<file path="src/hdl/png_stored_deflate_encoder_top_macros.svh">
// Assertion macros shared by the encoder modules.
// Every module that uses them has ports named clk and rst_n.
`ifndef PNG_STORED_DEFLATE_ENCODER_TOP_MACROS_SVH
`define PNG_STORED_DEFLATE_ENCODER_TOP_MACROS_SVH

`ifndef NO_ASSERTIONS
`define PNGSD_ASSERT_ALWAYS(label, cond) \
  label: assert property (@(posedge clk) disable iff (!rst_n) (cond)) \
    else $error("pngsd invariant violated");
`define PNGSD_ASSERT_NEXT(label, ante, cons) \
  label: assert property (@(posedge clk) disable iff (!rst_n) (ante) |=> (cons)) \
    else $error("pngsd sequence violated");
`else
`define PNGSD_ASSERT_ALWAYS(label, cond)
`define PNGSD_ASSERT_NEXT(label, ante, cons)
`endif

`endif

</file>
<file path="src/hdl/pngsd_pkg.sv">
`default_nettype none

package pngsd_pkg;

  localparam int QUEUE_DEPTH = 4;

  localparam int CFG_W       = 16;
  localparam int CFG_INDEX_W = 2;

  localparam logic [CFG_INDEX_W-1:0] CFG_IMAGE_WIDTH  = 2'd0;
  localparam logic [CFG_INDEX_W-1:0] CFG_IMAGE_HEIGHT = 2'd1;
  localparam logic [CFG_INDEX_W-1:0] CFG_HAS_ALPHA    = 2'd2;

  localparam logic [16:0] ADLER_MOD = 17'd65521;

  localparam logic [63:0] PNG_SIGNATURE = 64'h89504E470D0A1A0A;
  localparam logic [31:0] TYPE_IHDR     = 32'h49484452;
  localparam logic [31:0] TYPE_IDAT     = 32'h49444154;
  localparam logic [31:0] TYPE_IEND     = 32'h49454E44;
  localparam logic [31:0] IHDR_LENGTH   = 32'd13;
  localparam logic [15:0] ZLIB_HEADER   = 16'h7801;
  localparam logic [7:0]  BIT_DEPTH     = 8'd8;
  localparam logic [7:0]  COLOR_RGB     = 8'd2;
  localparam logic [7:0]  COLOR_RGBA    = 8'd6;

  typedef struct packed {
    logic [13:0] image_width;
    logic [15:0] image_height;
    logic        has_alpha;
  } cfg_t;

  // One classified input byte as handed from the front to the back.
  typedef struct packed {
    logic       start;
    logic [7:0] data;
    logic       held;
    logic [7:0] held_byte;
    logic       eor;
    logic       eoi;
    logic       bfinal;
  } cmd_t;

  function automatic logic [13:0] eff_width(cfg_t c);
    eff_width = (c.image_width == 14'd0) ? 14'd1 : c.image_width;
  endfunction

  function automatic logic [15:0] eff_height(cfg_t c);
    eff_height = (c.image_height == 16'd0) ? 16'd1 : c.image_height;
  endfunction

  function automatic logic [15:0] row_bytes(cfg_t c);
    logic [15:0] w;
    w = {2'b00, eff_width(c)};
    row_bytes = c.has_alpha ? {w[13:0], 2'b00} : (w + {w[14:0], 1'b0});
  endfunction

  function automatic logic [7:0] be_byte(logic [31:0] v, logic [1:0] k);
    case (k)
      2'd0:    be_byte = v[31:24];
      2'd1:    be_byte = v[23:16];
      2'd2:    be_byte = v[15:8];
      default: be_byte = v[7:0];
    endcase
  endfunction

  function automatic logic [31:0] crc_nib(logic [3:0] n);
    case (n)
      4'h0:    crc_nib = 32'h00000000;
      4'h1:    crc_nib = 32'h1db71064;
      4'h2:    crc_nib = 32'h3b6e20c8;
      4'h3:    crc_nib = 32'h26d930ac;
      4'h4:    crc_nib = 32'h76dc4190;
      4'h5:    crc_nib = 32'h6b6b51f4;
      4'h6:    crc_nib = 32'h4db26158;
      4'h7:    crc_nib = 32'h5005713c;
      4'h8:    crc_nib = 32'hedb88320;
      4'h9:    crc_nib = 32'hf00f9344;
      4'ha:    crc_nib = 32'hd6d6a3e8;
      4'hb:    crc_nib = 32'hcb61b38c;
      4'hc:    crc_nib = 32'h9b64c2b0;
      4'hd:    crc_nib = 32'h86d3d2d4;
      4'he:    crc_nib = 32'ha00ae278;
      default: crc_nib = 32'hbdbdf21c;
    endcase
  endfunction

  // Reflected CRC-32 over one byte, two nibbles at a time.
  function automatic logic [31:0] crc_byte(logic [31:0] crc, logic [7:0] b);
    logic [31:0] c;
    c = crc ^ {24'd0, b};
    c = {4'd0, c[31:4]} ^ crc_nib(c[3:0]);
    c = {4'd0, c[31:4]} ^ crc_nib(c[3:0]);
    crc_byte = c;
  endfunction

endpackage

`default_nettype wire

</file>
<file path="src/hdl/png_stored_deflate_encoder_top.sv">
// Uncompressed PNG stream encoder. Image bytes (R,G,B or R,G,B,A per pixel, rows top to
// bottom) go in one per transfer and the complete PNG file comes out one byte per transfer,
// with out_last marking the final byte caused by each input byte. The first byte of an
// image produces 49 output bytes (signature, IHDR, IDAT header, zlib header, first row
// header), usually one byte produces one, a row end adds 6 and the image end adds 20
// (Adler-32, IDAT CRC, IEND); after that the next byte starts a new file. The front
// classifies each byte in the cycle it arrives and can take one every cycle; a queue of QUEUE_DEPTH entries
// feeds the output sequencer, which emits one byte per cycle unless out_ready stalls it, so the sustained
// rate is one input byte per cycle inside rows and the header and trailer bursts hold off input only once
// the queue is full. The user must write width, height and alpha over cfg_we/cfg_index/cfg_data only
// while no image is in flight; the block does not enforce it. Width 0 and height 0 act as 1.

`default_nettype none

module png_stored_deflate_encoder_top #(
  parameter int QUEUE_DEPTH = pngsd_pkg::QUEUE_DEPTH
) (
  input  wire logic                                clk,
  input  wire logic                                rst_n,
  input  wire logic                                cfg_we,
  input  wire logic [pngsd_pkg::CFG_INDEX_W-1:0]   cfg_index,
  input  wire logic [pngsd_pkg::CFG_W-1:0]         cfg_data,
  input  wire logic                                in_valid,
  output logic                                     in_ready,
  input  wire logic [7:0]                          in_image_byte,
  output logic                                     out_valid,
  input  wire logic                                out_ready,
  output logic [7:0]                               out_byte,
  output logic                                     out_last
);

  pngsd_pkg::cfg_t cfg_r;
  pngsd_pkg::cmd_t push_cmd;
  pngsd_pkg::cmd_t head;
  logic            push;
  logic            pop;
  logic            q_full;
  logic            q_empty;

  always_ff @(posedge clk) begin
    if (!rst_n) begin
      cfg_r.image_width  <= 14'd1;
      cfg_r.image_height <= 16'd1;
      cfg_r.has_alpha    <= 1'b1;
    end else if (cfg_we) begin
      case (cfg_index)
        pngsd_pkg::CFG_IMAGE_WIDTH:  cfg_r.image_width  <= cfg_data[13:0];
        pngsd_pkg::CFG_IMAGE_HEIGHT: cfg_r.image_height <= cfg_data[15:0];
        pngsd_pkg::CFG_HAS_ALPHA:    cfg_r.has_alpha    <= cfg_data[0];
        default: ;
      endcase
    end
  end

  pngsd_front u_front (
    .clk      (clk),
    .rst_n    (rst_n),
    .cfg      (cfg_r),
    .in_valid (in_valid),
    .in_byte  (in_image_byte),
    .in_ready (in_ready),
    .q_full   (q_full),
    .push     (push),
    .push_cmd (push_cmd)
  );

  pngsd_cmd_fifo #(
    .DEPTH (QUEUE_DEPTH)
  ) u_fifo (
    .clk      (clk),
    .rst_n    (rst_n),
    .push     (push),
    .push_cmd (push_cmd),
    .full     (q_full),
    .pop      (pop),
    .head     (head),
    .empty    (q_empty)
  );

  pngsd_back u_back (
    .clk       (clk),
    .rst_n     (rst_n),
    .cfg       (cfg_r),
    .head      (head),
    .q_empty   (q_empty),
    .pop       (pop),
    .out_valid (out_valid),
    .out_ready (out_ready),
    .out_byte  (out_byte),
    .out_last  (out_last)
  );

endmodule

`default_nettype wire

</file>
<file path="src/hdl/pngsd_front.sv">
`default_nettype none

module pngsd_front (
  input  wire logic             clk,
  input  wire logic             rst_n,
  input  wire pngsd_pkg::cfg_t  cfg,
  input  wire logic             in_valid,
  input  wire logic [7:0]       in_byte,
  output logic                  in_ready,
  input  wire logic             q_full,
  output logic                  push,
  output pngsd_pkg::cmd_t       push_cmd
);

  logic        started_r, started_nxt;
  logic        held_valid_r, held_valid_nxt;
  logic [7:0]  held_byte_r, held_byte_nxt;
  logic [15:0] row_index_r, row_index_nxt;
  logic [15:0] byte_in_row_r, byte_in_row_nxt;

  logic [15:0] eff_h;
  logic [15:0] rb;
  logic [15:0] bin_inc;
  logic [15:0] ri_inc;
  logic        row_end;
  logic        img_end;

  assign in_ready = !q_full;
  assign push     = in_valid && !q_full;

  always_comb begin
    eff_h   = pngsd_pkg::eff_height(cfg);
    rb      = pngsd_pkg::row_bytes(cfg);
    bin_inc = byte_in_row_r + 16'd1;
    ri_inc  = row_index_r + 16'd1;
    row_end = bin_inc >= rb;
    img_end = row_end && ((ri_inc >= eff_h) || (ri_inc == 16'd0));

    push_cmd.start     = !started_r;
    push_cmd.data      = in_byte;
    push_cmd.held      = started_r && held_valid_r;
    push_cmd.held_byte = held_byte_r;
    push_cmd.eor       = started_r && row_end;
    push_cmd.eoi       = started_r && img_end;
    push_cmd.bfinal    = started_r ? (({1'b0, ri_inc} + 17'd1) >= {1'b0, eff_h})
                                   : (eff_h == 16'd1);

    started_nxt     = started_r;
    held_valid_nxt  = held_valid_r;
    held_byte_nxt   = held_byte_r;
    row_index_nxt   = row_index_r;
    byte_in_row_nxt = byte_in_row_r;

    if (push) begin
      if (!started_r) begin
        // The first byte of an image waits for the next transfer.
        started_nxt     = 1'b1;
        held_valid_nxt  = 1'b1;
        held_byte_nxt   = in_byte;
        row_index_nxt   = 16'd0;
        byte_in_row_nxt = 16'd1;
      end else begin
        held_valid_nxt  = 1'b0;
        byte_in_row_nxt = row_end ? 16'd0 : bin_inc;
        if (row_end) begin
          row_index_nxt = ri_inc;
        end
        if (img_end) begin
          started_nxt   = 1'b0;
          row_index_nxt = 16'd0;
        end
      end
    end
  end

  always_ff @(posedge clk) begin
    if (!rst_n) begin
      started_r     <= 1'b0;
      held_valid_r  <= 1'b0;
      row_index_r   <= 16'd0;
      byte_in_row_r <= 16'd0;
    end else begin
      started_r     <= started_nxt;
      held_valid_r  <= held_valid_nxt;
      row_index_r   <= row_index_nxt;
      byte_in_row_r <= byte_in_row_nxt;
    end
  end

  always_ff @(posedge clk) begin
    held_byte_r <= held_byte_nxt;
  end

endmodule

`default_nettype wire

</file>
<file path="src/hdl/pngsd_cmd_fifo.sv">
`default_nettype none

`include "png_stored_deflate_encoder_top_macros.svh"

module pngsd_cmd_fifo #(
  parameter int DEPTH = pngsd_pkg::QUEUE_DEPTH
) (
  input  wire logic        clk,
  input  wire logic        rst_n,
  input  wire logic        push,
  input  wire pngsd_pkg::cmd_t push_cmd,
  output logic             full,
  input  wire logic        pop,
  output pngsd_pkg::cmd_t  head,
  output logic             empty
);

  localparam int PTR_W = (DEPTH > 1) ? $clog2(DEPTH) : 1;
  localparam int CNT_W = $clog2(DEPTH + 1);

  pngsd_pkg::cmd_t  mem_r [DEPTH];
  logic [PTR_W-1:0] wr_ptr_r, wr_ptr_nxt;
  logic [PTR_W-1:0] rd_ptr_r, rd_ptr_nxt;
  logic [CNT_W-1:0] count_r, count_nxt;

  assign full  = (count_r == CNT_W'(DEPTH));
  assign empty = (count_r == '0);
  assign head  = mem_r[rd_ptr_r];

  always_comb begin
    wr_ptr_nxt = wr_ptr_r;
    rd_ptr_nxt = rd_ptr_r;
    count_nxt  = count_r;
    if (push) begin
      wr_ptr_nxt = (wr_ptr_r == PTR_W'(DEPTH - 1)) ? '0 : wr_ptr_r + PTR_W'(1);
    end
    if (pop) begin
      rd_ptr_nxt = (rd_ptr_r == PTR_W'(DEPTH - 1)) ? '0 : rd_ptr_r + PTR_W'(1);
    end
    if (push && !pop) begin
      count_nxt = count_r + CNT_W'(1);
    end else if (pop && !push) begin
      count_nxt = count_r - CNT_W'(1);
    end
  end

  always_ff @(posedge clk) begin
    if (!rst_n) begin
      wr_ptr_r <= '0;
      rd_ptr_r <= '0;
      count_r  <= '0;
    end else begin
      wr_ptr_r <= wr_ptr_nxt;
      rd_ptr_r <= rd_ptr_nxt;
      count_r  <= count_nxt;
    end
  end

  always_ff @(posedge clk) begin
    if (push) begin
      mem_r[wr_ptr_r] <= push_cmd;
    end
  end

  `PNGSD_ASSERT_ALWAYS(a_count_bound, count_r <= CNT_W'(DEPTH))
  `PNGSD_ASSERT_NEXT(a_count_grows, push && !pop, count_r == $past(count_r) + CNT_W'(1))

endmodule

`default_nettype wire

</file>
<file path="src/hdl/pngsd_back.sv">
`default_nettype none

`include "png_stored_deflate_encoder_top_macros.svh"

module pngsd_back (
  input  wire logic        clk,
  input  wire logic        rst_n,
  input  wire pngsd_pkg::cfg_t cfg,
  input  wire pngsd_pkg::cmd_t head,
  input  wire logic        q_empty,
  output logic             pop,
  output logic             out_valid,
  input  wire logic        out_ready,
  output logic [7:0]       out_byte,
  output logic             out_last
);

  localparam logic [4:0] SEG_NONE      = 5'd0;
  localparam logic [4:0] SEG_SIG       = 5'd1;
  localparam logic [4:0] SEG_IHDR_LEN  = 5'd2;
  localparam logic [4:0] SEG_IHDR_TYPE = 5'd3;
  localparam logic [4:0] SEG_IHDR_DATA = 5'd4;
  localparam logic [4:0] SEG_IHDR_CRC  = 5'd5;
  localparam logic [4:0] SEG_IDAT_LEN  = 5'd6;
  localparam logic [4:0] SEG_IDAT_TYPE = 5'd7;
  localparam logic [4:0] SEG_ZLIB      = 5'd8;
  localparam logic [4:0] SEG_ROW_HDR   = 5'd9;
  localparam logic [4:0] SEG_FILTER    = 5'd10;
  localparam logic [4:0] SEG_HELD      = 5'd11;
  localparam logic [4:0] SEG_BYTE      = 5'd12;
  localparam logic [4:0] SEG_ADLER     = 5'd13;
  localparam logic [4:0] SEG_IDAT_CRC  = 5'd14;
  localparam logic [4:0] SEG_IEND_LEN  = 5'd15;
  localparam logic [4:0] SEG_IEND_TYPE = 5'd16;
  localparam logic [4:0] SEG_IEND_CRC  = 5'd17;

  localparam logic [1:0] MODE_RAW  = 2'd0;
  localparam logic [1:0] MODE_CRC  = 2'd1;
  localparam logic [1:0] MODE_DATA = 2'd2;

  logic [4:0]  seg_r, seg_nxt;
  logic [3:0]  cnt_r, cnt_nxt;
  logic [31:0] crc_r, crc_nxt;
  logic [15:0] adler_low_r, adler_low_nxt;
  logic [15:0] adler_high_r, adler_high_nxt;
  logic [31:0] prod_r;
  logic [31:0] idat_len_r;
  logic        out_valid_r, out_valid_nxt;
  logic [7:0]  out_byte_r;
  logic        out_last_r;

  logic [4:0]  seg;
  logic [3:0]  cnt;
  logic [3:0]  seg_last;
  logic [4:0]  next_seg;
  logic [7:0]  cur_byte;
  logic [1:0]  mode;
  logic        crc_init;
  logic        cur_valid;
  logic        fire;
  logic        seg_end;
  logic        last;
  logic [31:0] crc_upd;
  logic [16:0] lo_sum;
  logic [15:0] lo_mod;
  logic [16:0] hi_sum;
  logic [15:0] hi_mod;
  logic [15:0] eff_w16;
  logic [15:0] eff_h;
  logic [15:0] row_len;
  logic [16:0] row_len6;
  logic [32:0] prod_full;

  assign eff_w16  = {2'b00, pngsd_pkg::eff_width(cfg)};
  assign eff_h    = pngsd_pkg::eff_height(cfg);
  assign row_len  = pngsd_pkg::row_bytes(cfg) + 16'd1;
  assign row_len6 = {1'b0, pngsd_pkg::row_bytes(cfg)} + 17'd6;
  assign prod_full = {17'd0, eff_h} * {16'd0, row_len6};

  // The IDAT length only depends on configuration, so it is kept ready in registers.
  always_ff @(posedge clk) begin
    prod_r     <= prod_full[31:0];
    idat_len_r <= prod_r + 32'd6;
  end

  always_comb begin
    cur_valid = (seg_r != SEG_NONE) || !q_empty;
    if (seg_r == SEG_NONE) begin
      seg = head.start ? SEG_SIG : (head.held ? SEG_HELD : SEG_BYTE);
      cnt = 4'd0;
    end else begin
      seg = seg_r;
      cnt = cnt_r;
    end

    seg_last = 4'd0;
    next_seg = SEG_NONE;
    cur_byte = 8'd0;
    mode     = MODE_RAW;
    crc_init = 1'b0;

    case (seg)
      SEG_SIG: begin
        seg_last = 4'd7;
        next_seg = SEG_IHDR_LEN;
        cur_byte = pngsd_pkg::PNG_SIGNATURE[8*(7 - int'(cnt[2:0])) +: 8];
      end
      SEG_IHDR_LEN: begin
        seg_last = 4'd3;
        next_seg = SEG_IHDR_TYPE;
        cur_byte = pngsd_pkg::be_byte(pngsd_pkg::IHDR_LENGTH, cnt[1:0]);
      end
      SEG_IHDR_TYPE: begin
        seg_last = 4'd3;
        next_seg = SEG_IHDR_DATA;
        cur_byte = pngsd_pkg::be_byte(pngsd_pkg::TYPE_IHDR, cnt[1:0]);
        mode     = MODE_CRC;
        crc_init = (cnt == 4'd0);
      end
      SEG_IHDR_DATA: begin
        seg_last = 4'd12;
        next_seg = SEG_IHDR_CRC;
        mode     = MODE_CRC;
        if (cnt < 4'd4) begin
          cur_byte = pngsd_pkg::be_byte({16'd0, eff_w16}, cnt[1:0]);
        end else if (cnt < 4'd8) begin
          cur_byte = pngsd_pkg::be_byte({16'd0, eff_h}, cnt[1:0]);
        end else if (cnt == 4'd8) begin
          cur_byte = pngsd_pkg::BIT_DEPTH;
        end else if (cnt == 4'd9) begin
          cur_byte = cfg.has_alpha ? pngsd_pkg::COLOR_RGBA : pngsd_pkg::COLOR_RGB;
        end else begin
          cur_byte = 8'd0;
        end
      end
      SEG_IHDR_CRC, SEG_IDAT_CRC, SEG_IEND_CRC: begin
        // The CRC stays put while its own bytes go out.
        seg_last = 4'd3;
        cur_byte = pngsd_pkg::be_byte(~crc_r, cnt[1:0]);
        if (seg == SEG_IHDR_CRC) begin
          next_seg = SEG_IDAT_LEN;
        end else if (seg == SEG_IDAT_CRC) begin
          next_seg = SEG_IEND_LEN;
        end else begin
          next_seg = SEG_NONE;
        end
      end
      SEG_IDAT_LEN: begin
        seg_last = 4'd3;
        next_seg = SEG_IDAT_TYPE;
        cur_byte = pngsd_pkg::be_byte(idat_len_r, cnt[1:0]);
      end
      SEG_IDAT_TYPE: begin
        seg_last = 4'd3;
        next_seg = SEG_ZLIB;
        cur_byte = pngsd_pkg::be_byte(pngsd_pkg::TYPE_IDAT, cnt[1:0]);
        mode     = MODE_CRC;
        crc_init = (cnt == 4'd0);
      end
      SEG_ZLIB: begin
        seg_last = 4'd1;
        next_seg = SEG_ROW_HDR;
        cur_byte = cnt[0] ? pngsd_pkg::ZLIB_HEADER[7:0] : pngsd_pkg::ZLIB_HEADER[15:8];
        mode     = MODE_CRC;
      end
      SEG_ROW_HDR: begin
        seg_last = 4'd4;
        next_seg = SEG_FILTER;
        mode     = MODE_CRC;
        case (cnt[2:0])
          3'd0:    cur_byte = {7'd0, head.bfinal};
          3'd1:    cur_byte = row_len[7:0];
          3'd2:    cur_byte = row_len[15:8];
          3'd3:    cur_byte = ~row_len[7:0];
          default: cur_byte = ~row_len[15:8];
        endcase
      end
      SEG_FILTER: begin
        next_seg = SEG_NONE;
        cur_byte = 8'd0;
        mode     = MODE_DATA;
      end
      SEG_HELD: begin
        next_seg = SEG_BYTE;
        cur_byte = head.held_byte;
        mode     = MODE_DATA;
      end
      SEG_BYTE: begin
        cur_byte = head.data;
        mode     = MODE_DATA;
        if (head.eor) begin
          next_seg = head.eoi ? SEG_ADLER : SEG_ROW_HDR;
        end else begin
          next_seg = SEG_NONE;
        end
      end
      SEG_ADLER: begin
        seg_last = 4'd3;
        next_seg = SEG_IDAT_CRC;
        cur_byte = pngsd_pkg::be_byte({adler_high_r, adler_low_r}, cnt[1:0]);
        mode     = MODE_CRC;
      end
      SEG_IEND_LEN: begin
        seg_last = 4'd3;
        next_seg = SEG_IEND_TYPE;
        cur_byte = 8'd0;
      end
      SEG_IEND_TYPE: begin
        seg_last = 4'd3;
        next_seg = SEG_IEND_CRC;
        cur_byte = pngsd_pkg::be_byte(pngsd_pkg::TYPE_IEND, cnt[1:0]);
        mode     = MODE_CRC;
        crc_init = (cnt == 4'd0);
      end
      default: begin
        seg_last = 4'd0;
        next_seg = SEG_NONE;
      end
    endcase

    seg_end = (cnt == seg_last);
    last    = seg_end && (next_seg == SEG_NONE);
    fire    = cur_valid && (!out_valid_r || out_ready);
    pop     = fire && last;

    crc_upd = pngsd_pkg::crc_byte(crc_init ? 32'hFFFFFFFF : crc_r, cur_byte);

    lo_sum = {1'b0, adler_low_r} + {9'd0, cur_byte};
    lo_mod = (lo_sum >= pngsd_pkg::ADLER_MOD) ? 16'(lo_sum - pngsd_pkg::ADLER_MOD)
                                              : lo_sum[15:0];
    hi_sum = {1'b0, adler_high_r} + {1'b0, lo_mod};
    hi_mod = (hi_sum >= pngsd_pkg::ADLER_MOD) ? 16'(hi_sum - pngsd_pkg::ADLER_MOD)
                                              : hi_sum[15:0];

    seg_nxt        = seg_r;
    cnt_nxt        = cnt_r;
    crc_nxt        = crc_r;
    adler_low_nxt  = adler_low_r;
    adler_high_nxt = adler_high_r;
    if (fire) begin
      seg_nxt = seg_end ? next_seg : seg;
      cnt_nxt = seg_end ? 4'd0 : cnt + 4'd1;
      if (mode != MODE_RAW) begin
        crc_nxt = crc_upd;
      end
      if (mode == MODE_DATA) begin
        adler_low_nxt  = lo_mod;
        adler_high_nxt = hi_mod;
      end
      // A new image restarts the zlib checksum.
      if (seg == SEG_SIG && cnt == 4'd0) begin
        adler_low_nxt  = 16'd1;
        adler_high_nxt = 16'd0;
      end
    end

    if (fire) begin
      out_valid_nxt = 1'b1;
    end else if (out_ready) begin
      out_valid_nxt = 1'b0;
    end else begin
      out_valid_nxt = out_valid_r;
    end
  end

  always_ff @(posedge clk) begin
    if (!rst_n) begin
      seg_r        <= SEG_NONE;
      cnt_r        <= 4'd0;
      crc_r        <= 32'hFFFFFFFF;
      adler_low_r  <= 16'd1;
      adler_high_r <= 16'd0;
      out_valid_r  <= 1'b0;
    end else begin
      seg_r        <= seg_nxt;
      cnt_r        <= cnt_nxt;
      crc_r        <= crc_nxt;
      adler_low_r  <= adler_low_nxt;
      adler_high_r <= adler_high_nxt;
      out_valid_r  <= out_valid_nxt;
    end
  end

  always_ff @(posedge clk) begin
    if (fire) begin
      out_byte_r <= cur_byte;
      out_last_r <= last;
    end
  end

  assign out_valid = out_valid_r;
  assign out_byte  = out_byte_r;
  assign out_last  = out_last_r;

  `PNGSD_ASSERT_ALWAYS(a_adler_low_reduced, {1'b0, adler_low_r} < pngsd_pkg::ADLER_MOD)
  `PNGSD_ASSERT_ALWAYS(a_adler_high_reduced, {1'b0, adler_high_r} < pngsd_pkg::ADLER_MOD)
  `PNGSD_ASSERT_NEXT(a_pop_marks_last, pop, out_valid_r && out_last_r)

endmodule

`default_nettype wire

</file>
<file path="config.mk">
export PLATFORM = sky130hd
export DESIGN_NAME = png_stored_deflate_encoder_top
export DESIGN_NICKNAME = d
export VERILOG_FILES = /design/src/hdl/pngsd_pkg.sv /design/src/hdl/png_stored_deflate_encoder_top.sv /design/src/hdl/pngsd_front.sv /design/src/hdl/pngsd_cmd_fifo.sv /design/src/hdl/pngsd_back.sv
export VERILOG_INCLUDE_DIRS = /design/src /design/src/hdl
export SDC_FILE = /design/constraint.sdc
export NUM_CORES = 2
export LEC_CHECK = 0
export BUFFER_PORTS_ARGS = -buffer_cell sky130_fd_sc_hd__buf_2
export CORE_MARGIN = 8
export CORE_UTILIZATION = 42
export CTS_BUF_LIST = sky130_fd_sc_hd__clkbuf_8
export CTS_CLUSTER_DIAMETER = 150
export DETAILED_ROUTE_END_ITERATION = 6
export GPL_ROUTABILITY_DRIVEN = 0
export SLEW_MARGIN = 20
export SYNTH_ARGS = -nofsm -noshare
export SYNTH_HDL_FRONTEND = slang
export SYNTH_HIERARCHICAL = 1
export SYNTH_SLANG_ARGS = --single-unit
</file>
<file path="constraint.sdc">
create_clock -name clk -period 10.7 [get_ports clk]
set_input_delay 0 -clock clk [delete_from_list [all_inputs] [get_ports clk]]
set_output_delay 0 -clock clk [all_outputs]
set_load 0.02 [all_outputs]
</file>
Word level (Yosys, flattened, before mapping)
Memory sizes are Yosys's and may differ from the RTL's. A register that Yosys moved wholly into a read port is not among the register bits.
Cells that the tools add are included.
{"block": "totals", "reg_bits": 227, "mem_bits_rw": 84, "romBits": 896, "in_bits": 31, "out_inout_bits": 11, "n_memories": 3}
{"block": "classes", "n_addsub": 17, "mul": 1, "order_cmp": 7, "n_eq_ne": 33, "n_shift": 1, "muxes": 60, "n_bitwise": 7, "reduce_logical": 49}
{"memory": "(name not given)", "depth": 16, "width": 28, "rd": 1, "rd_clocked_by_memory_dff": 0, "wr": 0, "line": "pngsd_pkg.sv:67", "source": "case (n)"}
{"memory": "(name not given)", "depth": 16, "width": 28, "rd": 1, "rd_clocked_by_memory_dff": 0, "wr": 0, "line": "pngsd_pkg.sv:67"}
{"memory": "u_fifo.mem_r", "depth": 4, "width": 21, "rd": 1, "rd_clocked_by_memory_dff": 1, "wr": 1, "line": "pngsd_cmd_fifo.sv:21", "source": "pngsd_pkg::cmd_t mem_r [DEPTH];"}
{"cell": "$mux W16", "count": 13}
{"cell": "$pmux W8 S13", "count": 1}
{"cell": "$pmux W8 S3", "count": 3}
{"cell": "$pmux W5 S14", "count": 1}
{"cell": "$shiftx A64 B32 Y8 const A", "count": 1}
{"cell": "$xor A28 B32 Y32", "count": 2}
{"cell": "$add A16 B1 Y16 const B", "count": 3}
{"cell": "$eq A5 B4 Y1 const B", "count": 8}
{"cell": "$ge A17 B16 Y1 const B", "count": 2}
{"cell": "$add A32 B3 Y32 const B", "count": 1}
{"cell": "$ge A16 B16 Y1", "count": 2}
{"cell": "$logic_not A16 Y1", "count": 2}
{"cell": "$mul A16 B17 Y32", "count": 1}
{"cell": "$mux W32", "count": 1}
{"cell": "$mux W8", "count": 4}
{"cell": "$not A32 Y32", "count": 1}
{"cell": "$pmux W8 S2", "count": 2}
{"cell": "$pmux W8 S4", "count": 1}
{"cell": "$sub A16 B16 Y16 const B", "count": 2}
{"cell": "$xor A32 B8 Y32", "count": 1}
{"cell": "$pmux W5 S3", "count": 2}
{"cell": "$mux W5", "count": 5}
{"cell": "$eq A5 B3 Y1 const B", "count": 4}
{"cell": "$pmux W4 S5", "count": 1}
{"cell": "other kinds (50)", "count": 111}

Logic depth before layout (Yosys ltp)
{"block": "logic_depth", "ltp_word": 16, "ltp_mapped": 48}

Hierarchy
Netlist, hierarchy kept.
{"mod": "pngsd_back", "instances": 1, "cells_each": 2550, "area_per_inst_um2": 20784.9}
{"mod": "pngsd_front", "instances": 1, "cells_each": 587, "area_per_inst_um2": 4635.7}
{"mod": "pngsd_cmd_fifo", "instances": 1, "cells_each": 153, "area_per_inst_um2": 3489.6}
{"mod": "png_stored_deflate_encoder_top", "instances": 1, "cells_each": 120, "area_per_inst_um2": 1212.4}

Worst setup path before layout
OpenSTA, ideal clock, no wires.
{"block": "synth_path", "kind": "register to register", "from": "register cfg_r[28] in the netlist's numbering", "to": "register u_back.adler_high_r[11]", "arrival_ns": 10.561, "required_time_ns": 10.571, "slack_ns": 0.010, "stages_incl_launch_ff": 46, "n_path_buf": 2, "synth_period_minus_slack_ns": 10.690, "cell_sequence": "dfxtp_1 > inv_1 > ha_1 > nand4bb_1 > nor2_1 > buf_2 > nor2_1 > fa_1 > xnor2_1 > a2111o_1 > a211oi_2 > o211a_1 > nand2_1 > xnor2_1 > a211o_1 > a21oi_1 > inv_1 > ha_1 > (+10 left out) > o211ai_1 > a2111oi_0 > xor2_1 > ha_1 > a21oi_1 > a21oi_1 > o21ai_0 > nand2_1 > a2111oi_0 > o21bai_1 > a211oi_1 > nand3_1 > a2111oi_0 > a41oi_1 > clkbuf_1 > nor4_1 > xnor2_1 > o21ai_0"}
{"block": "synth_between", "elab_chain_len": 16, "word_cells_on_any_way": 21, "cone_classes": "6 x add/sub; 2 x order compare; 10 x mux; 2 x bitwise; 1 x reduce/logical"}
{"element": "start: declaration", "line": "png_stored_deflate_encoder_top.sv:32", "source": "pngsd_pkg::cfg_t cfg_r;"}
{"element": "$logic_not A14 Y1 (*)", "line": "pngsd_pkg.sv:44", "source": "eff_width = (c.image_width == 14'd0) ? 14'd1 : c.image_width;"}
{"element": "$mux W14 (*)", "line": "pngsd_pkg.sv:44"}
{"element": "$add A14 B15 Y16", "line": "pngsd_pkg.sv:54", "source": "row_bytes = c.has_alpha ? {w[13:0], 2'b00} : (w + {w[14:0], 1'b0});"}
{"element": "$mux W16", "line": "pngsd_pkg.sv:54"}
{"element": "$add A16 B1 Y16", "line": "pngsd_back.sv:76", "source": "assign row_len = pngsd_pkg::row_bytes(cfg) + 16'd1;"}
{"element": "$not A8 Y8, on equally long branches", "line": "pngsd_back.sv:175, pngsd_back.sv:174"}
{"element": "$pmux W8 S4", "line": "pngsd_back.sv:170", "source": "case (cnt[2:0])"}
{"element": "$pmux W8 S13 (*)", "line": "pngsd_back.sv:102", "source": "case (seg)"}
{"element": "named net u_back.cur_byte[0]", "line": "pngsd_back.sv:56", "source": "logic [7:0] cur_byte;"}
{"element": "$add A16 B8 Y17 (*)", "line": "pngsd_back.sv:228", "source": "lo_sum = {1'b0, adler_low_r} + {9'd0, cur_byte};"}
{"element": "$sub A16 B16 Y16 or $ge A17 B16 Y1 (tied branches)", "line": "pngsd_back.sv:229", "source": "lo_mod = (lo_sum >= pngsd_pkg::ADLER_MOD) ? 16'(lo_sum - pngsd_pkg::ADLER_MOD)"}
{"element": "$mux W16 (*)", "line": "pngsd_back.sv:229"}
{"element": "$add A16 B16 Y17 (*)", "line": "pngsd_back.sv:231", "source": "hi_sum = {1'b0, adler_high_r} + {1'b0, lo_mod};"}
{"element": "$sub A16 B16 Y16 or $ge A17 B16 Y1 (tied branches)", "line": "pngsd_back.sv:232", "source": "hi_mod = (hi_sum >= pngsd_pkg::ADLER_MOD) ? 16'(hi_sum - pngsd_pkg::ADLER_MOD)"}
{"element": "$mux W16 (*)", "line": "pngsd_back.sv:232"}
{"element": "$mux W16 (*)", "line": "pngsd_back.sv:246", "source": "if (mode == MODE_DATA) begin"}
{"element": "$mux W16 (*)", "line": "pngsd_back.sv:251", "source": "if (seg == SEG_SIG && cnt == 4'd0) begin"}
{"element": "end signal: assignment", "line": "pngsd_back.sv:279", "source": "adler_high_r <= adler_high_nxt;"}
{"element": "end: declaration", "line": "pngsd_back.sv:45", "source": "logic [15:0] adler_high_r, adler_high_nxt;"}
Mark *: on every way through the listed nets, which the timed path passes. The rest lies on a longest branch. The select of a mux whose other input is x is not followed.
A chain may end at the register's enable or synchronous reset.

Final worst setup path
{"block": "layout_path", "from": "register cfg_r[29] in the netlist's numbering", "to": "register u_back.adler_high_r[15]"}
Same word-level chain as after synthesis.

==> impl_metrics.tcl <==
set metrics [dict create \
    critPathLaunchType "flop" \
    dpl.hpwl_um 63800 \
    viasPerCell 5.55 \
    die_w_um 284 \
    synth_most_common_cell "nand2_1" \
    layout.nets 3978 \
    cellInternalPower_mw 3.57 \
    hold_path_class "input port to flop" \
    path_delay_family "compound AO/OA/AOI/OAI gates" \
    drc 1 \
    cts_buffers 54 \
    hold_violations 0 \
    avgSynthCellArea_um2 8.83 \
    vias 25000 \
    synth_cells 3410 \
    end_kind "flop" \
    violations "DRC" \
    p_switching_mw 2.70 \
    setup_tns_ns 0 \
    clk_pin_slew_ns 0.06 \
    dpl.cell_count 4353 \
    report.final.slew_viol_count 0 \
    final_cell_count_no_fill 4496 \
    p_leak_nw 14.3 \
    crit_path_max_fanout 11 \
    synthesis.nets 3888 \
    outcome "complete, but fails checks" \
    grt_pass1_vias 24700 \
    yosysUniqueCellTypes 107 \
    switching_share_pct 43.1 \
    clockRootBuffer "clkbuf_8" \
    irDropWorstVdd_mv 0.393 \
    dp_slack_ns 0.0477 \
    finalCriticalPeriod_ns 10.13 \
    dieArea_um2 80500 \
    rsz0062_at_grt "false" \
    synth_area_um2 30100 \
    criticalPathCategory "flop to flop" \
    synth_area_leaders "dfxtp_1 (14%), fa_1 (14%), edfxtp_1 (10%)" \
    powerDensity_nw_per_um2 187 \
    rows 98 \
    grt_pass1_wl_um 137000 \
    dr.pass1.iters 7 \
    power_mw 6.27 \
    grt_max_degree 65 \
    area_delta_synth_final_pct 11.3 \
    antenna_found_initial 1 \
    track_usage_pct 20.8 \
    crit_slowest_cell "or4_1" \
    initialDrtViolationCount 1886 \
    overflow 0 \
    ant_nets 0 \
    final_util_pct 47.0 \
    layout_setup_ws_ns 0.570 \
    arrival_ns 10.69 \
    power_frac_comb_pct 57.0 \
    maxCapViolCount 0 \
    clk_latency_ns 0.67 \
    async_flop_share_pct 0 \
    yosys.area.top_type "dfxtp_1" \
    die_h_um 284 \
    path_buf_inv 7 \
    setup_viol 0 \
    drive_above_1_share_pct 10.8 \
    ys_seq_elements 313 \
    wl_per_cell_um 19.1 \
    synthTopCellsByCount "nand2_1 (395), inv_1 (362), ha_1 (235), dfxtp_1 (212), fa_1 (212)" \
    wl_um 85700 \
    core_area_um2 71200 \
    ys_warn_count 6 \
    slew_headroom_pct 30.3 \
    num_io_pins 42 \
    power_frac_seq_pct 24.2 \
    skew_ns 0.0302 \
    max_freq_mhz 98.7 \
    clock_sinks 313 \
    finalCritPeriodShare_pct 94.7 \
    synth_edf_count 101 \
    cts_tree "yes" \
    synth_top_flop_cell "dfxtp_1" \
    ys_seq_area_share_pct 24.2 \
    max_slew.worst_pin.slew_ns 1.04 \
    crit_required_ns 11.26 \
    initial_core_util_pct 42.3 \
    clockPowerShare_pct 18.8 \
    h-tree-depth 2 \
    critPathMaxStageDelay_ns 0.52 \
    io_buffers 41 \
    clock_path_buffers 3 \
    synth_top_area_share_pct 14.1 \
]
## worst paths after layout
check	from	to	slack [ns]	cells after the start
min reg2reg	u_back/prod_r[0]	u_back/idat_len_r[0]	0.33	0
max	cfg_r[29]	u_back/adler_high_r[15]	0.57	45
min	in_image_byte[3]	u_fifo/mem_r[1][15]	0.12	2
max reg2reg	cfg_r[29]	u_back/adler_high_r[15]	0.57	45
## worst register-to-register path, delay by kind of cell (launching register included)
| family | cells | cell delay (ns) |
|---|---|---|
| AO/OA/AOI/OAI | 23 | 4.73 |
| adder cells (fa/ha/maj) | 4 | 1.23 |
| buffers and inverters | 7 | 1.10 |
| flip-flops | 1 | 0.31 |
| multiplexers | 2 | 0.57 |
| AND/OR/NAND/NOR | 9 | 2.09 |
## cell usage in the layout, fill, tap and decap left out, types with 18 or more instances in the layout
cell type and n:
nor4_1 27, dfxtp_1 211, nand3_1 67, buf_2 40, and3_1 39, ha_1 233, nor2_1 201, nor3_1 65
mux4_2 20, clkbuf_8 63, edfxtp_1 101, nand4_1 37, a31oi_1 20, o211ai_1 33, nand2b_1 30, and2_1 123
nor2b_1 41, inv_1 376, o21ai_0 98, a21o_1 37, xor2_1 65, fa_1 212, a222oi_1 18, a21oi_1 155
o21bai_1 20, dlygate4sd3_1 36, buf_4 136, a211oi_1 21, mux2i_1 53, xnor2_1 169, nand2_1 395
## registers in the layout, summed over array words and instances (netlist names), 31 cells and up, named ones only
| register | cells |
|---|---|
| u_fifo/mem_r | 84 |
| u_back/prod_r | 32 |
| u_back/idat_len_r | 32 |
| u_back/crc_r | 32 |
| cfg_r | 31 |
## repair_timing
| item | CTS | global route |
|---|---|---|
| hold buffers | 36 | 0 |
| setup buffers | 0 | 5 |
| endpoints found under the setup margin | 2 | 20 |
| resized for setup | 1 | 36 |
| pin swaps | 0 | 6 |
| endpoints found under the hold margin | 97 | 0 |
## cell type report
type,count,area [um2]
clock buffers,63,867
diodes,1,2.50
clock inverters,38,307
repair buffers,215,1640
flip-flops and latches,313,7280
fillers,6855,37700
well taps,950,1190
multi-input cells,2551,20900
inverters,365,1370
## stage by stage
| step | instance area [um2] | hold WS (ns) |
|---|---|---|
| 2_1_floorplan | 30100 | 0.0989 |
| 3_3_place_gp | 31800 | 0.239 |
| 3_5_place_dp | 31800 | 0.250 |
| 4_1_cts | 33300 | 0.0708 |
| 5_1_grt | 33500 | 0.0950 |
| 6_report | 33500 | 0.118 |
## power by group through the flow
stage               logic [mW]  clock network [mW]  registers, mW
floorplan                 2.58                   0           1.53
global placement          3.45                   0           1.54
detailed placement        3.46                   0           1.55
CTS                       3.49                1.22           1.52
global route              3.85                1.27           1.54
finish                    3.57                1.18           1.52
## logic make-up after synthesis
group                      after synthesis  synth area share, %
and+or+nand+nor                       1139                 18.8
DFF                                    313                 24.2
buffers and inverters                  546                 7.22
adders and majority gates              448                 23.9
muxes                                   78                 3.49
xor gates and xnor gates               249                 7.87
AOI/OAI and AO/OA                      637                 14.5
## routing by layer
layer	wire length [um]	part of all wire (%)	vias up	GRT usage [%]
met5	0	0	-	0
met4	3050	3.6	0	7.50
met3	4820	5.6	164	2.89
met2	40300	47	734	34.7
met1	37600	44	12200	27.4
li1	-	-	11900	-
No activity file was read; power rests on OpenSTA's default activity.
